--- config.mk ---
export PLATFORM = sky130hd
export DESIGN_NAME = bollinger_band_classifier_unit
export DESIGN_NICKNAME = d
export VERILOG_FILES = /design/src/rtl/core/bbc_pkg.sv /design/src/rtl/core/bbc_ram.sv /design/src/rtl/core/bbc_ctrl.sv /design/src/rtl/core/bbc_datapath.sv /design/src/rtl/core/bollinger_band_classifier_unit.sv
export SDC_FILE = /design/constraint.sdc
export NUM_CORES = 2
export LEC_CHECK = 0
export BUFFER_PORTS_ARGS = -buffer_cell sky130_fd_sc_hd__buf_2
export CAP_MARGIN = 30
export CORE_ASPECT_RATIO = 1.75
export CORE_MARGIN = 1
export CORE_UTILIZATION = 51
export DETAILED_ROUTE_END_ITERATION = 10
export PLACE_DENSITY = 0.69
export REMOVE_ABC_BUFFERS = 1
export SYNTH_ARGS = -nofsm -noshare
export SYNTH_HDL_FRONTEND = slang
export SYNTH_SLANG_ARGS = --single-unit
--- constraint.sdc ---
create_clock -name clk_i -period 12 [get_ports clk_i]
set_input_delay 3 -clock clk_i [delete_from_list [all_inputs] [get_ports clk_i]]
set_output_delay 3 -clock clk_i [all_outputs]
set_load 0.005 [all_outputs]
--- src/rtl/core/bbc_pkg.sv ---
package bbc_pkg;

  // Window length and derived widths
  localparam int unsigned WINDOW  = 20;
  localparam int unsigned LOG_W   = $clog2(WINDOW);
  localparam int unsigned PTR_W   = (LOG_W > 0) ? LOG_W : 1;
  localparam int unsigned CNT_W   = $clog2(WINDOW + 2);
  localparam int unsigned PRICE_W = 24;
  localparam int unsigned SUM_W   = PRICE_W + LOG_W;
  localparam int unsigned SQ_W    = 2 * PRICE_W + LOG_W;
  localparam int unsigned PROD_W  = 2 * SUM_W;
  localparam int unsigned VAR_W   = SQ_W + LOG_W;
  localparam int unsigned CMP_W   = ((PROD_W > VAR_W) ? PROD_W : VAR_W) + 2;

  // Band codes
  localparam logic [1:0] BAND_ABOVE  = 2'd0;
  localparam logic [1:0] BAND_INSIDE = 2'd1;
  localparam logic [1:0] BAND_BELOW  = 2'd2;

  // One step of the per-word sequence, at most one high per cycle
  typedef struct packed {
    logic ld_sample;  // word accepted: latch price, square it, read old slot
    logic upd_sum;    // old sample out: square it, update sum, add price^2
    logic upd_sq;     // drop old^2, square the sum, form |N*x - S|
    logic calc_var;   // square the deviation, form N*Q - S*S
    logic write_res;  // band test into the result register
  } cmd_t;

endpackage

--- src/rtl/core/bbc_ram.sv ---
module bbc_ram #(
  parameter int unsigned WIDTH = 8,
  parameter int unsigned DEPTH = 16
) (
  input  logic                             clk_i,
  input  logic                             we_i,
  input  logic [$clog2(DEPTH > 1 ? DEPTH : 2)-1:0] waddr_i,
  input  logic [WIDTH-1:0]                 wdata_i,
  input  logic                             re_i,
  input  logic [$clog2(DEPTH > 1 ? DEPTH : 2)-1:0] raddr_i,
  output logic [WIDTH-1:0]                 rdata_o
);

  logic [WIDTH-1:0] mem_q [DEPTH];
  logic [WIDTH-1:0] rdata_q;

  // One write port, one registered read port
  always_ff @(posedge clk_i) begin
    if (we_i) begin
      mem_q[waddr_i] <= wdata_i;
    end
    if (re_i) begin
      rdata_q <= mem_q[raddr_i];
    end
  end

  assign rdata_o = rdata_q;

endmodule

--- src/rtl/core/bbc_ctrl.sv ---
module bbc_ctrl (
  input  logic          clk_i,
  input  logic          rst_ni,
  input  logic          s_valid_i,
  output logic          s_ready_o,
  output logic          m_valid_o,
  input  logic          m_ready_i,
  output bbc_pkg::cmd_t cmd_o
);

  import bbc_pkg::*;

  localparam logic [2:0] ST_IDLE = 3'd0;
  localparam logic [2:0] ST_OLD  = 3'd1;
  localparam logic [2:0] ST_SQ   = 3'd2;
  localparam logic [2:0] ST_VAR  = 3'd3;
  localparam logic [2:0] ST_CMP  = 3'd4;

  logic [2:0] state_q, state_d;
  logic       m_valid_q, m_valid_d;
  logic       res_free;

  // Result register can take a new word when empty or being drained
  assign res_free  = !m_valid_q || m_ready_i;
  assign s_ready_o = (state_q == ST_IDLE);

  // Next state and step commands
  always_comb begin
    state_d = state_q;
    cmd_o   = '0;
    case (state_q)
      ST_IDLE: begin
        if (s_valid_i) begin
          cmd_o.ld_sample = 1'b1;
          state_d         = ST_OLD;
        end
      end
      ST_OLD: begin
        cmd_o.upd_sum = 1'b1;
        state_d       = ST_SQ;
      end
      ST_SQ: begin
        cmd_o.upd_sq = 1'b1;
        state_d      = ST_VAR;
      end
      ST_VAR: begin
        cmd_o.calc_var = 1'b1;
        state_d        = ST_CMP;
      end
      ST_CMP: begin
        if (res_free) begin
          cmd_o.write_res = 1'b1;
          state_d         = ST_IDLE;
        end
      end
      default: begin
        state_d = ST_IDLE;
      end
    endcase
  end

  // Output valid flag
  always_comb begin
    m_valid_d = m_valid_q;
    if (cmd_o.write_res) begin
      m_valid_d = 1'b1;
    end else if (m_ready_i) begin
      m_valid_d = 1'b0;
    end
  end

  always_ff @(posedge clk_i or negedge rst_ni) begin
    if (!rst_ni) begin
      state_q   <= ST_IDLE;
      m_valid_q <= 1'b0;
    end else begin
      state_q   <= state_d;
      m_valid_q <= m_valid_d;
    end
  end

  assign m_valid_o = m_valid_q;

endmodule

--- src/rtl/core/bbc_datapath.sv ---
module bbc_datapath (
  input  logic                          clk_i,
  input  logic                          rst_ni,
  input  bbc_pkg::cmd_t                 cmd_i,
  input  logic [bbc_pkg::PRICE_W-1:0]   price_i,
  output logic [1:0]                    band_signal_o,
  output logic                          ready_res_o
);

  import bbc_pkg::*;

  // Window state
  logic [PTR_W-1:0]   ptr_q, ptr_d;
  logic [CNT_W-1:0]   seen_q, seen_d;
  logic [SUM_W-1:0]   sum_q, sum_d;
  logic [SQ_W-1:0]    sq_q, sq_d;
  logic               full_q, full_d;
  // Per-word working registers
  logic [PRICE_W-1:0] x_q;
  logic [PROD_W-1:0]  prod_q;
  logic [SUM_W-1:0]   mag_q;
  logic               neg_q;
  logic [VAR_W-1:0]   v_q;
  logic [1:0]         band_q;
  logic               rdy_q;

  logic [PRICE_W-1:0] old_s;
  logic [SUM_W-1:0]   mul_op;
  logic [PROD_W-1:0]  mul_res;
  logic [SUM_W-1:0]   old_sub;
  logic [SQ_W-1:0]    sq_sub;
  logic [SUM_W-1:0]   nx;
  logic               neg_d;
  logic [SUM_W-1:0]   mag_d;
  logic [VAR_W-1:0]   nq;
  logic [VAR_W-1:0]   ss;
  logic [VAR_W-1:0]   v_d;
  logic [CMP_W-1:0]   d2_ext;
  logic [CMP_W-1:0]   lim_ext;
  logic [1:0]         band_d;

  // Sample ring
  bbc_ram #(
    .WIDTH (PRICE_W),
    .DEPTH (WINDOW)
  ) u_ring (
    .clk_i   (clk_i),
    .we_i    (cmd_i.upd_sum),
    .waddr_i (ptr_q),
    .wdata_i (x_q),
    .re_i    (cmd_i.ld_sample),
    .raddr_i (ptr_q),
    .rdata_o (old_s)
  );

  // Shared squarer
  always_comb begin
    mul_op = '0;
    if (cmd_i.ld_sample) begin
      mul_op = SUM_W'(price_i);
    end else if (cmd_i.upd_sum) begin
      mul_op = SUM_W'(old_s);
    end else if (cmd_i.upd_sq) begin
      mul_op = sum_q;
    end else if (cmd_i.calc_var) begin
      mul_op = mag_q;
    end
  end
  assign mul_res = PROD_W'(mul_op) * PROD_W'(mul_op);

  // Ring pointer, count and running sum
  assign old_sub = (seen_q >= CNT_W'(WINDOW)) ? SUM_W'(old_s) : '0;
  always_comb begin
    ptr_d  = ptr_q;
    seen_d = seen_q;
    sum_d  = sum_q;
    full_d = full_q;
    if (cmd_i.upd_sum) begin
      ptr_d  = (ptr_q == PTR_W'(WINDOW - 1)) ? '0 : ptr_q + PTR_W'(1);
      seen_d = (seen_q <= CNT_W'(WINDOW)) ? seen_q + CNT_W'(1) : seen_q;
      sum_d  = sum_q + SUM_W'(x_q) - old_sub;
      full_d = (seen_q >= CNT_W'(WINDOW));
    end
  end

  // Running sum of squares: add price^2, then drop old^2 once full
  assign sq_sub = full_q ? SQ_W'(prod_q) : '0;
  always_comb begin
    sq_d = sq_q;
    if (cmd_i.upd_sum) begin
      sq_d = sq_q + SQ_W'(prod_q);
    end else if (cmd_i.upd_sq) begin
      sq_d = sq_q - sq_sub;
    end
  end

  // Deviation d = N*x - S, kept as sign and magnitude
  assign nx    = SUM_W'(x_q) * SUM_W'(WINDOW);
  assign neg_d = (nx < sum_q);
  assign mag_d = neg_d ? (sum_q - nx) : (nx - sum_q);

  // Scaled variance N*Q - S*S, clamped at zero
  assign nq  = VAR_W'(sq_q) * VAR_W'(WINDOW);
  assign ss  = VAR_W'(prod_q);
  assign v_d = (nq >= ss) ? (nq - ss) : '0;

  // Band test d*d > 4*V
  assign d2_ext  = CMP_W'(prod_q);
  assign lim_ext = CMP_W'(v_q) << 2;
  always_comb begin
    band_d = BAND_INSIDE;
    if (full_q && (d2_ext > lim_ext)) begin
      band_d = neg_q ? BAND_BELOW : BAND_ABOVE;
    end
  end

  always_ff @(posedge clk_i or negedge rst_ni) begin
    if (!rst_ni) begin
      ptr_q  <= '0;
      seen_q <= '0;
      sum_q  <= '0;
      sq_q   <= '0;
      full_q <= 1'b0;
    end else begin
      ptr_q  <= ptr_d;
      seen_q <= seen_d;
      sum_q  <= sum_d;
      sq_q   <= sq_d;
      full_q <= full_d;
    end
  end

  // Working registers, no reset needed
  always_ff @(posedge clk_i) begin
    if (cmd_i.ld_sample) begin
      x_q <= price_i;
    end
    if (cmd_i.ld_sample || cmd_i.upd_sum || cmd_i.upd_sq || cmd_i.calc_var) begin
      prod_q <= mul_res;
    end
    if (cmd_i.upd_sq) begin
      mag_q <= mag_d;
      neg_q <= neg_d;
    end
    if (cmd_i.calc_var) begin
      v_q <= v_d;
    end
    if (cmd_i.write_res) begin
      band_q <= band_d;
      rdy_q  <= full_q;
    end
  end

  assign band_signal_o = band_q;
  assign ready_res_o   = rdy_q;

endmodule

--- src/rtl/core/bollinger_band_classifier_unit.sv ---
// Channel | dir | handshake                    | payload
// --------+-----+------------------------------+-------------------------------------
// s_axis  | in  | s_axis_tvalid / s_axis_tready | tdata[23:0] price
// m_axis  | out | m_axis_tvalid / m_axis_tready | tdata[1:0] band_signal, [2] ready_res
//
// A word is accepted, then passes the sum, square and variance steps; these four
// share one 29x29 squarer (price^2, old^2, sum^2, deviation^2); the band test loads the
// result register. A new word is accepted while the last result still waits.
// Reset clears the window pointer, count and sums; the sample ring needs none.
// A stalled output holds the next word in its final step until it drains.
module bollinger_band_classifier_unit (
  input  logic       clk_i,
  input  logic       rst_ni,
  input  logic       s_axis_tvalid,
  output logic       s_axis_tready,
  input  logic [23:0] s_axis_tdata,  // [23:0] price
  output logic       m_axis_tvalid,
  input  logic       m_axis_tready,
  output logic [7:0] m_axis_tdata    // [1:0] band_signal, [2] ready_res, [7:3] zero
);

  import bbc_pkg::*;

  cmd_t       cmd;
  logic [1:0] band_signal;
  logic       ready_res;

  // Sequencer
  bbc_ctrl u_ctrl (
    .clk_i     (clk_i),
    .rst_ni    (rst_ni),
    .s_valid_i (s_axis_tvalid),
    .s_ready_o (s_axis_tready),
    .m_valid_o (m_axis_tvalid),
    .m_ready_i (m_axis_tready),
    .cmd_o     (cmd)
  );

  // Window arithmetic and band test
  bbc_datapath u_datapath (
    .clk_i         (clk_i),
    .rst_ni        (rst_ni),
    .cmd_i         (cmd),
    .price_i       (s_axis_tdata[PRICE_W-1:0]),
    .band_signal_o (band_signal),
    .ready_res_o   (ready_res)
  );

  assign m_axis_tdata = {5'b0, ready_res, band_signal};

`ifndef ASSERT_OFF
  // Every accepted word starts the sum step next cycle
  a_accept_starts: assert property (@(posedge clk_i) disable iff (!rst_ni)
    s_axis_tvalid && s_axis_tready |=> cmd.upd_sum)
    else $error("accepted word did not enter the sum step");

  // No word is taken while one is in progress
  a_no_overlap: assert property (@(posedge clk_i) disable iff (!rst_ni)
    (cmd.upd_sum || cmd.upd_sq || cmd.calc_var) |-> !s_axis_tready)
    else $error("input ready while a word is in progress");

  // Steps never fire together
  a_one_step: assert property (@(posedge clk_i) disable iff (!rst_ni)
    $onehot0(cmd))
    else $error("more than one step command active");

  // A written result is presented next cycle with a legal band code
  a_result_out: assert property (@(posedge clk_i) disable iff (!rst_ni)
    cmd.write_res |=> m_axis_tvalid && (m_axis_tdata[1:0] != 2'd3))
    else $error("result not presented or band code illegal");
`endif

endmodule

==> results by group <==
Setup path
  • Critical path peak fanout: 18
  • Data arrival time of the critical path: 11.97 ns
  • Critical register-to-register path endpoint: u_datapath.prod_q[56]
  • Library cell appearing most often on the critical path: sky130_fd_sc_hd__fa_1
  • CP required: between 10 and 15 ns
  • Critical Path Start Type: primary input
  • Cell depth of the worst flop-to-flop path: 36
  • R2r setup slk: 1.32 ns
  • Nature of the critical path endpoint: flop
  • Source of the worst register-to-register timing path: u_ctrl.state_q[0]
  • CP max stage delay: 0.53 ns
  • Critical setup path kind: primary input to flop
  • CP max stage cell: sky130_fd_sc_hd__fa_1

Drt
  • Wire per inst: ~25 um
  • Remaining routing DRC violations: 0
  • Starting DRC count in detailed routing: around 3300
  • Vias post-DR: between 50000 and 60000
  • Residual antenna-violating net count after detailed routing: 0
  • 1st-pass router iterations: 6
  • Detailed-route vias per instance: 5.88
  • Wire length after detailed routing: 226 mm

Yosys
  • Cells taking the most area after synthesis: sky130_fd_sc_hd__edfxtp_1 29%, sky130_fd_sc_hd__fa_1 19%, sky130_fd_sc_hd__ha_1 11%, sky130_fd_sc_hd__inv_1 6.2%, sky130_fd_sc_hd__mux4_2 3.9%
  • Number of warnings reported in the yosys synthesis log: 0
  • Mean instance size in the synthesized netlist: 10.4 sq um
  • Share of synthesized area occupied by flip-flops and latches: 0.321
  • Area leader, netlist: sky130_fd_sc_hd__edfxtp_1
  • Number of enable flip-flop cells after synthesis: 675
  • Synthesized instance count: ~6800
  • Yosys cell types: 90
  • Netlist area before placement: 70700 sq um
  • Async S/R FF share, synth: 0.126
  • Fraction of synthesized cell area taken by the top area cell type: 0.287
  • Post-synthesis sequential element count: 772
  • Ys flop type: sky130_fd_sc_hd__edfxtp_1

Place
  • Port Buffer Count: 32
  • Post-DP HPWL: 181 mm
  • Final Wtd Congestion: 1.07
  • Placed instance count: between 8000 and 9000

GRT
  • Antenna violations before repair: 6
  • Combined global-route utilization of all metal layers: 0.325
  • Global-route wire length before repair: 334 mm
  • Vias in the first global route: 56100
  • Total congestion overflow after global routing: 0
  • Largest net degree at the start of global routing: 98

Min path
  • Worst min-delay path category: flop to flop
  • Worst Hold Endpoint: u_datapath.sum_q[20]
  • Hold path start: u_datapath.sum_q[20]
  • Cell count of the worst hold path: 2

Die
  • Initial core utilization: 0.514
  • Chip height: between 400 and 500 um
  • Die Wd: 283 um
  • Ports placed on the boundary: 38
  • Area inside the core boundary: 138000 sq um
  • Total Die Area: around 140000 sq um
  • Row Count: 180

Clocking
  • Maximum clock insertion buffer count: 3
  • Clock transition at path regs: 0.07 ns
  • Setup Buffers After CTS: 0
  • Total number of H-tree levels: 3
  • Clock tree from TritonCTS: yes
  • Number of hold buffers added after cts: 0
  • Clock latency of the later-clocked register in the worst-skew pair: ~0.7 ns
  • Number of buffers inserted during clock tree synthesis: 76
  • Root buf cell: sky130_fd_sc_hd__clkbuf_16
  • Clock tree sinks: 772

Final layout
  • Nets: 8369
  • Final std cells w/o fill: between 8000 and 9000
  • Most frequent cells in the layout: 1159 x sky130_fd_sc_hd__inv_1, 679 x sky130_fd_sc_hd__fa_1, 675 x sky130_fd_sc_hd__edfxtp_1
  • Share of layout cells above drive strength 1: 0.104
  • Most frequent standard cell in the layout excluding fill and tap cells: sky130_fd_sc_hd__inv_1
  • Area growth syn-to-layout: 9.99%
  • Fin util: 0.565
  • Fillcell total: about 12000

Timing
  • Maximum achievable frequency: 86.8 MHz
  • Transition time at the pin with the least slew margin: 1.14 ns
  • Setup TNS: 0 ns
  • Number of endpoints with negative hold slack in the final report: 0
  • Setup Skew: 0.0506 ns
  • Rel. slew slack: 0.236
  • Final slew viol count: 0
  • Tightest hold margin: 0.515 ns
  • Clock period minus final worst setup slack: 11.52 ns
  • Final number of setup-violating endpoints: 0
  • RSZ-0062 raised after global routing: no
  • Final Cycle Share: 0.960

Status
  • Result of the run: completed

Job
  • Number of max-cap violations: 0
[cell families after synthesis]
| logic type | count (synthesis) | synth area share |
|---|---|---|
| fa+ha+maj | 1328 | 0.307 |
| buf+inv | 1408 | 0.0756 |
| simple gates | 1517 | 0.0969 |
| compound gates | 1267 | 0.115 |
| other cells | 1 | 0.0000530 |
| flops | 772 | 0.321 |
| mux | 191 | 0.0490 |
| xor+xnor | 288 | 0.0357 |
[cell usage after synthesis, types with 16 or more instances]
master	number
sky130_fd_sc_hd__and2_1	56
sky130_fd_sc_hd__mux4_2	121
sky130_fd_sc_hd__xor2_1	103
sky130_fd_sc_hd__or3_1	22
sky130_fd_sc_hd__o21a_1	55
sky130_fd_sc_hd__nor2b_1	63
sky130_fd_sc_hd__clkbuf_1	186
sky130_fd_sc_hd__a221o_1	29
sky130_fd_sc_hd__nand3_1	78
sky130_fd_sc_hd__mux2_2	31
sky130_fd_sc_hd__o22ai_1	16
sky130_fd_sc_hd__edfxtp_1	675
sky130_fd_sc_hd__inv_1	1159
sky130_fd_sc_hd__o21ai_0	284
sky130_fd_sc_hd__a211oi_1	32
sky130_fd_sc_hd__ha_1	649
sky130_fd_sc_hd__and3_1	45
sky130_fd_sc_hd__xnor2_1	185
sky130_fd_sc_hd__a21oi_1	374
sky130_fd_sc_hd__dfrtp_1	97
sky130_fd_sc_hd__a21o_1	186
sky130_fd_sc_hd__a31oi_1	49
sky130_fd_sc_hd__nand4_1	45
sky130_fd_sc_hd__o31ai_1	25
sky130_fd_sc_hd__nand2b_1	50
sky130_fd_sc_hd__nand2_1	530
sky130_fd_sc_hd__buf_1	36
sky130_fd_sc_hd__nor3_1	96
sky130_fd_sc_hd__nor2_1	467
sky130_fd_sc_hd__fa_1	679
sky130_fd_sc_hd__o21bai_1	45
sky130_fd_sc_hd__mux2i_1	39
[through the flow]
stage,worst slack (ns),cell area [sq um]
floorplan,-1.93,69800
global placement,-0.221,75100
detailed placement,-0.330,75200
CTS,0.371,77700
global route,0.133,77800
finish,0.482,77800
[worst max-delay path: cells and delay by family]
| kind | cells | cell delay, ns |
|---|---|---|
| simple gates | 4 | 0.60 |
| buf+inv | 11 | 1.02 |
| compound gates | 12 | 2.96 |
| fa+ha+maj | 9 | 4.29 |
| xor+xnor | 1 | 0.10 |
[sequential cells by signal (all words and copies together), names as in the netlist]
register                   count
u_datapath.v_q                57
u_datapath.ptr_q               5
u_datapath.neg_q               1
u_datapath.ready_res_o         1
u_datapath.band_signal_o       2
u_ctrl.m_valid_o               1
u_datapath.u_ring.mem_q      480
u_datapath.seen_q              5
u_datapath.x_q                24
u_datapath.mag_q              29
u_datapath.sq_q               53
u_ctrl.state_q                 3
u_datapath.sum_q              29
u_datapath.full_q              1
u_datapath.u_ring.rdata_o     24
u_datapath.prod_q             57
[layout make-up]
type                       count  area, sq um  area share
multi-input combinational   4596        42800       0.550
sequential                   772        22700       0.292
inverter                    1173         4400      0.0566
timing repair buffer         394         3030      0.0389
tap                         1820         2280      0.0293
clock buffer                  93         2020      0.0259
clock inverter                45          558     0.00717
antenna                        7         17.5    0.000225
[worst max path at each step]
stage / slack (ns) / end / startpoint
final: 0.48 / u_datapath.prod_q[56] / s_axis_tvalid
after global routing: 0.13 / u_datapath.prod_q[54] / s_axis_tvalid
after CTS: 0.37 / u_datapath.prod_q[50] / s_axis_tvalid
after detailed placement: -0.33 / u_datapath.prod_q[54] / s_axis_tvalid
after global placement: -0.22 / u_datapath.prod_q[54] / s_axis_tvalid
after floorplan: -1.93 / u_datapath.prod_q[50] / s_axis_tvalid
[layer usage]
metal	wire, um	global-route usage	vias to the layer above
li1	-	-	23400
met1	68600	0.291	26100
met2	121000	0.609	1868
met3	11000	0.0516	907
met4	25300	0.312	4
met5	22	0	-
[timing repair]
item                                    CTS  global route
resized for setup                         0             1
endpoints found under the setup margin    0             2
hold endpoints to repair                  0             0
Power is left out: the tool's default activity adds up to more than one toggle a clock period on the data nets, which glitch-free logic cannot reach.
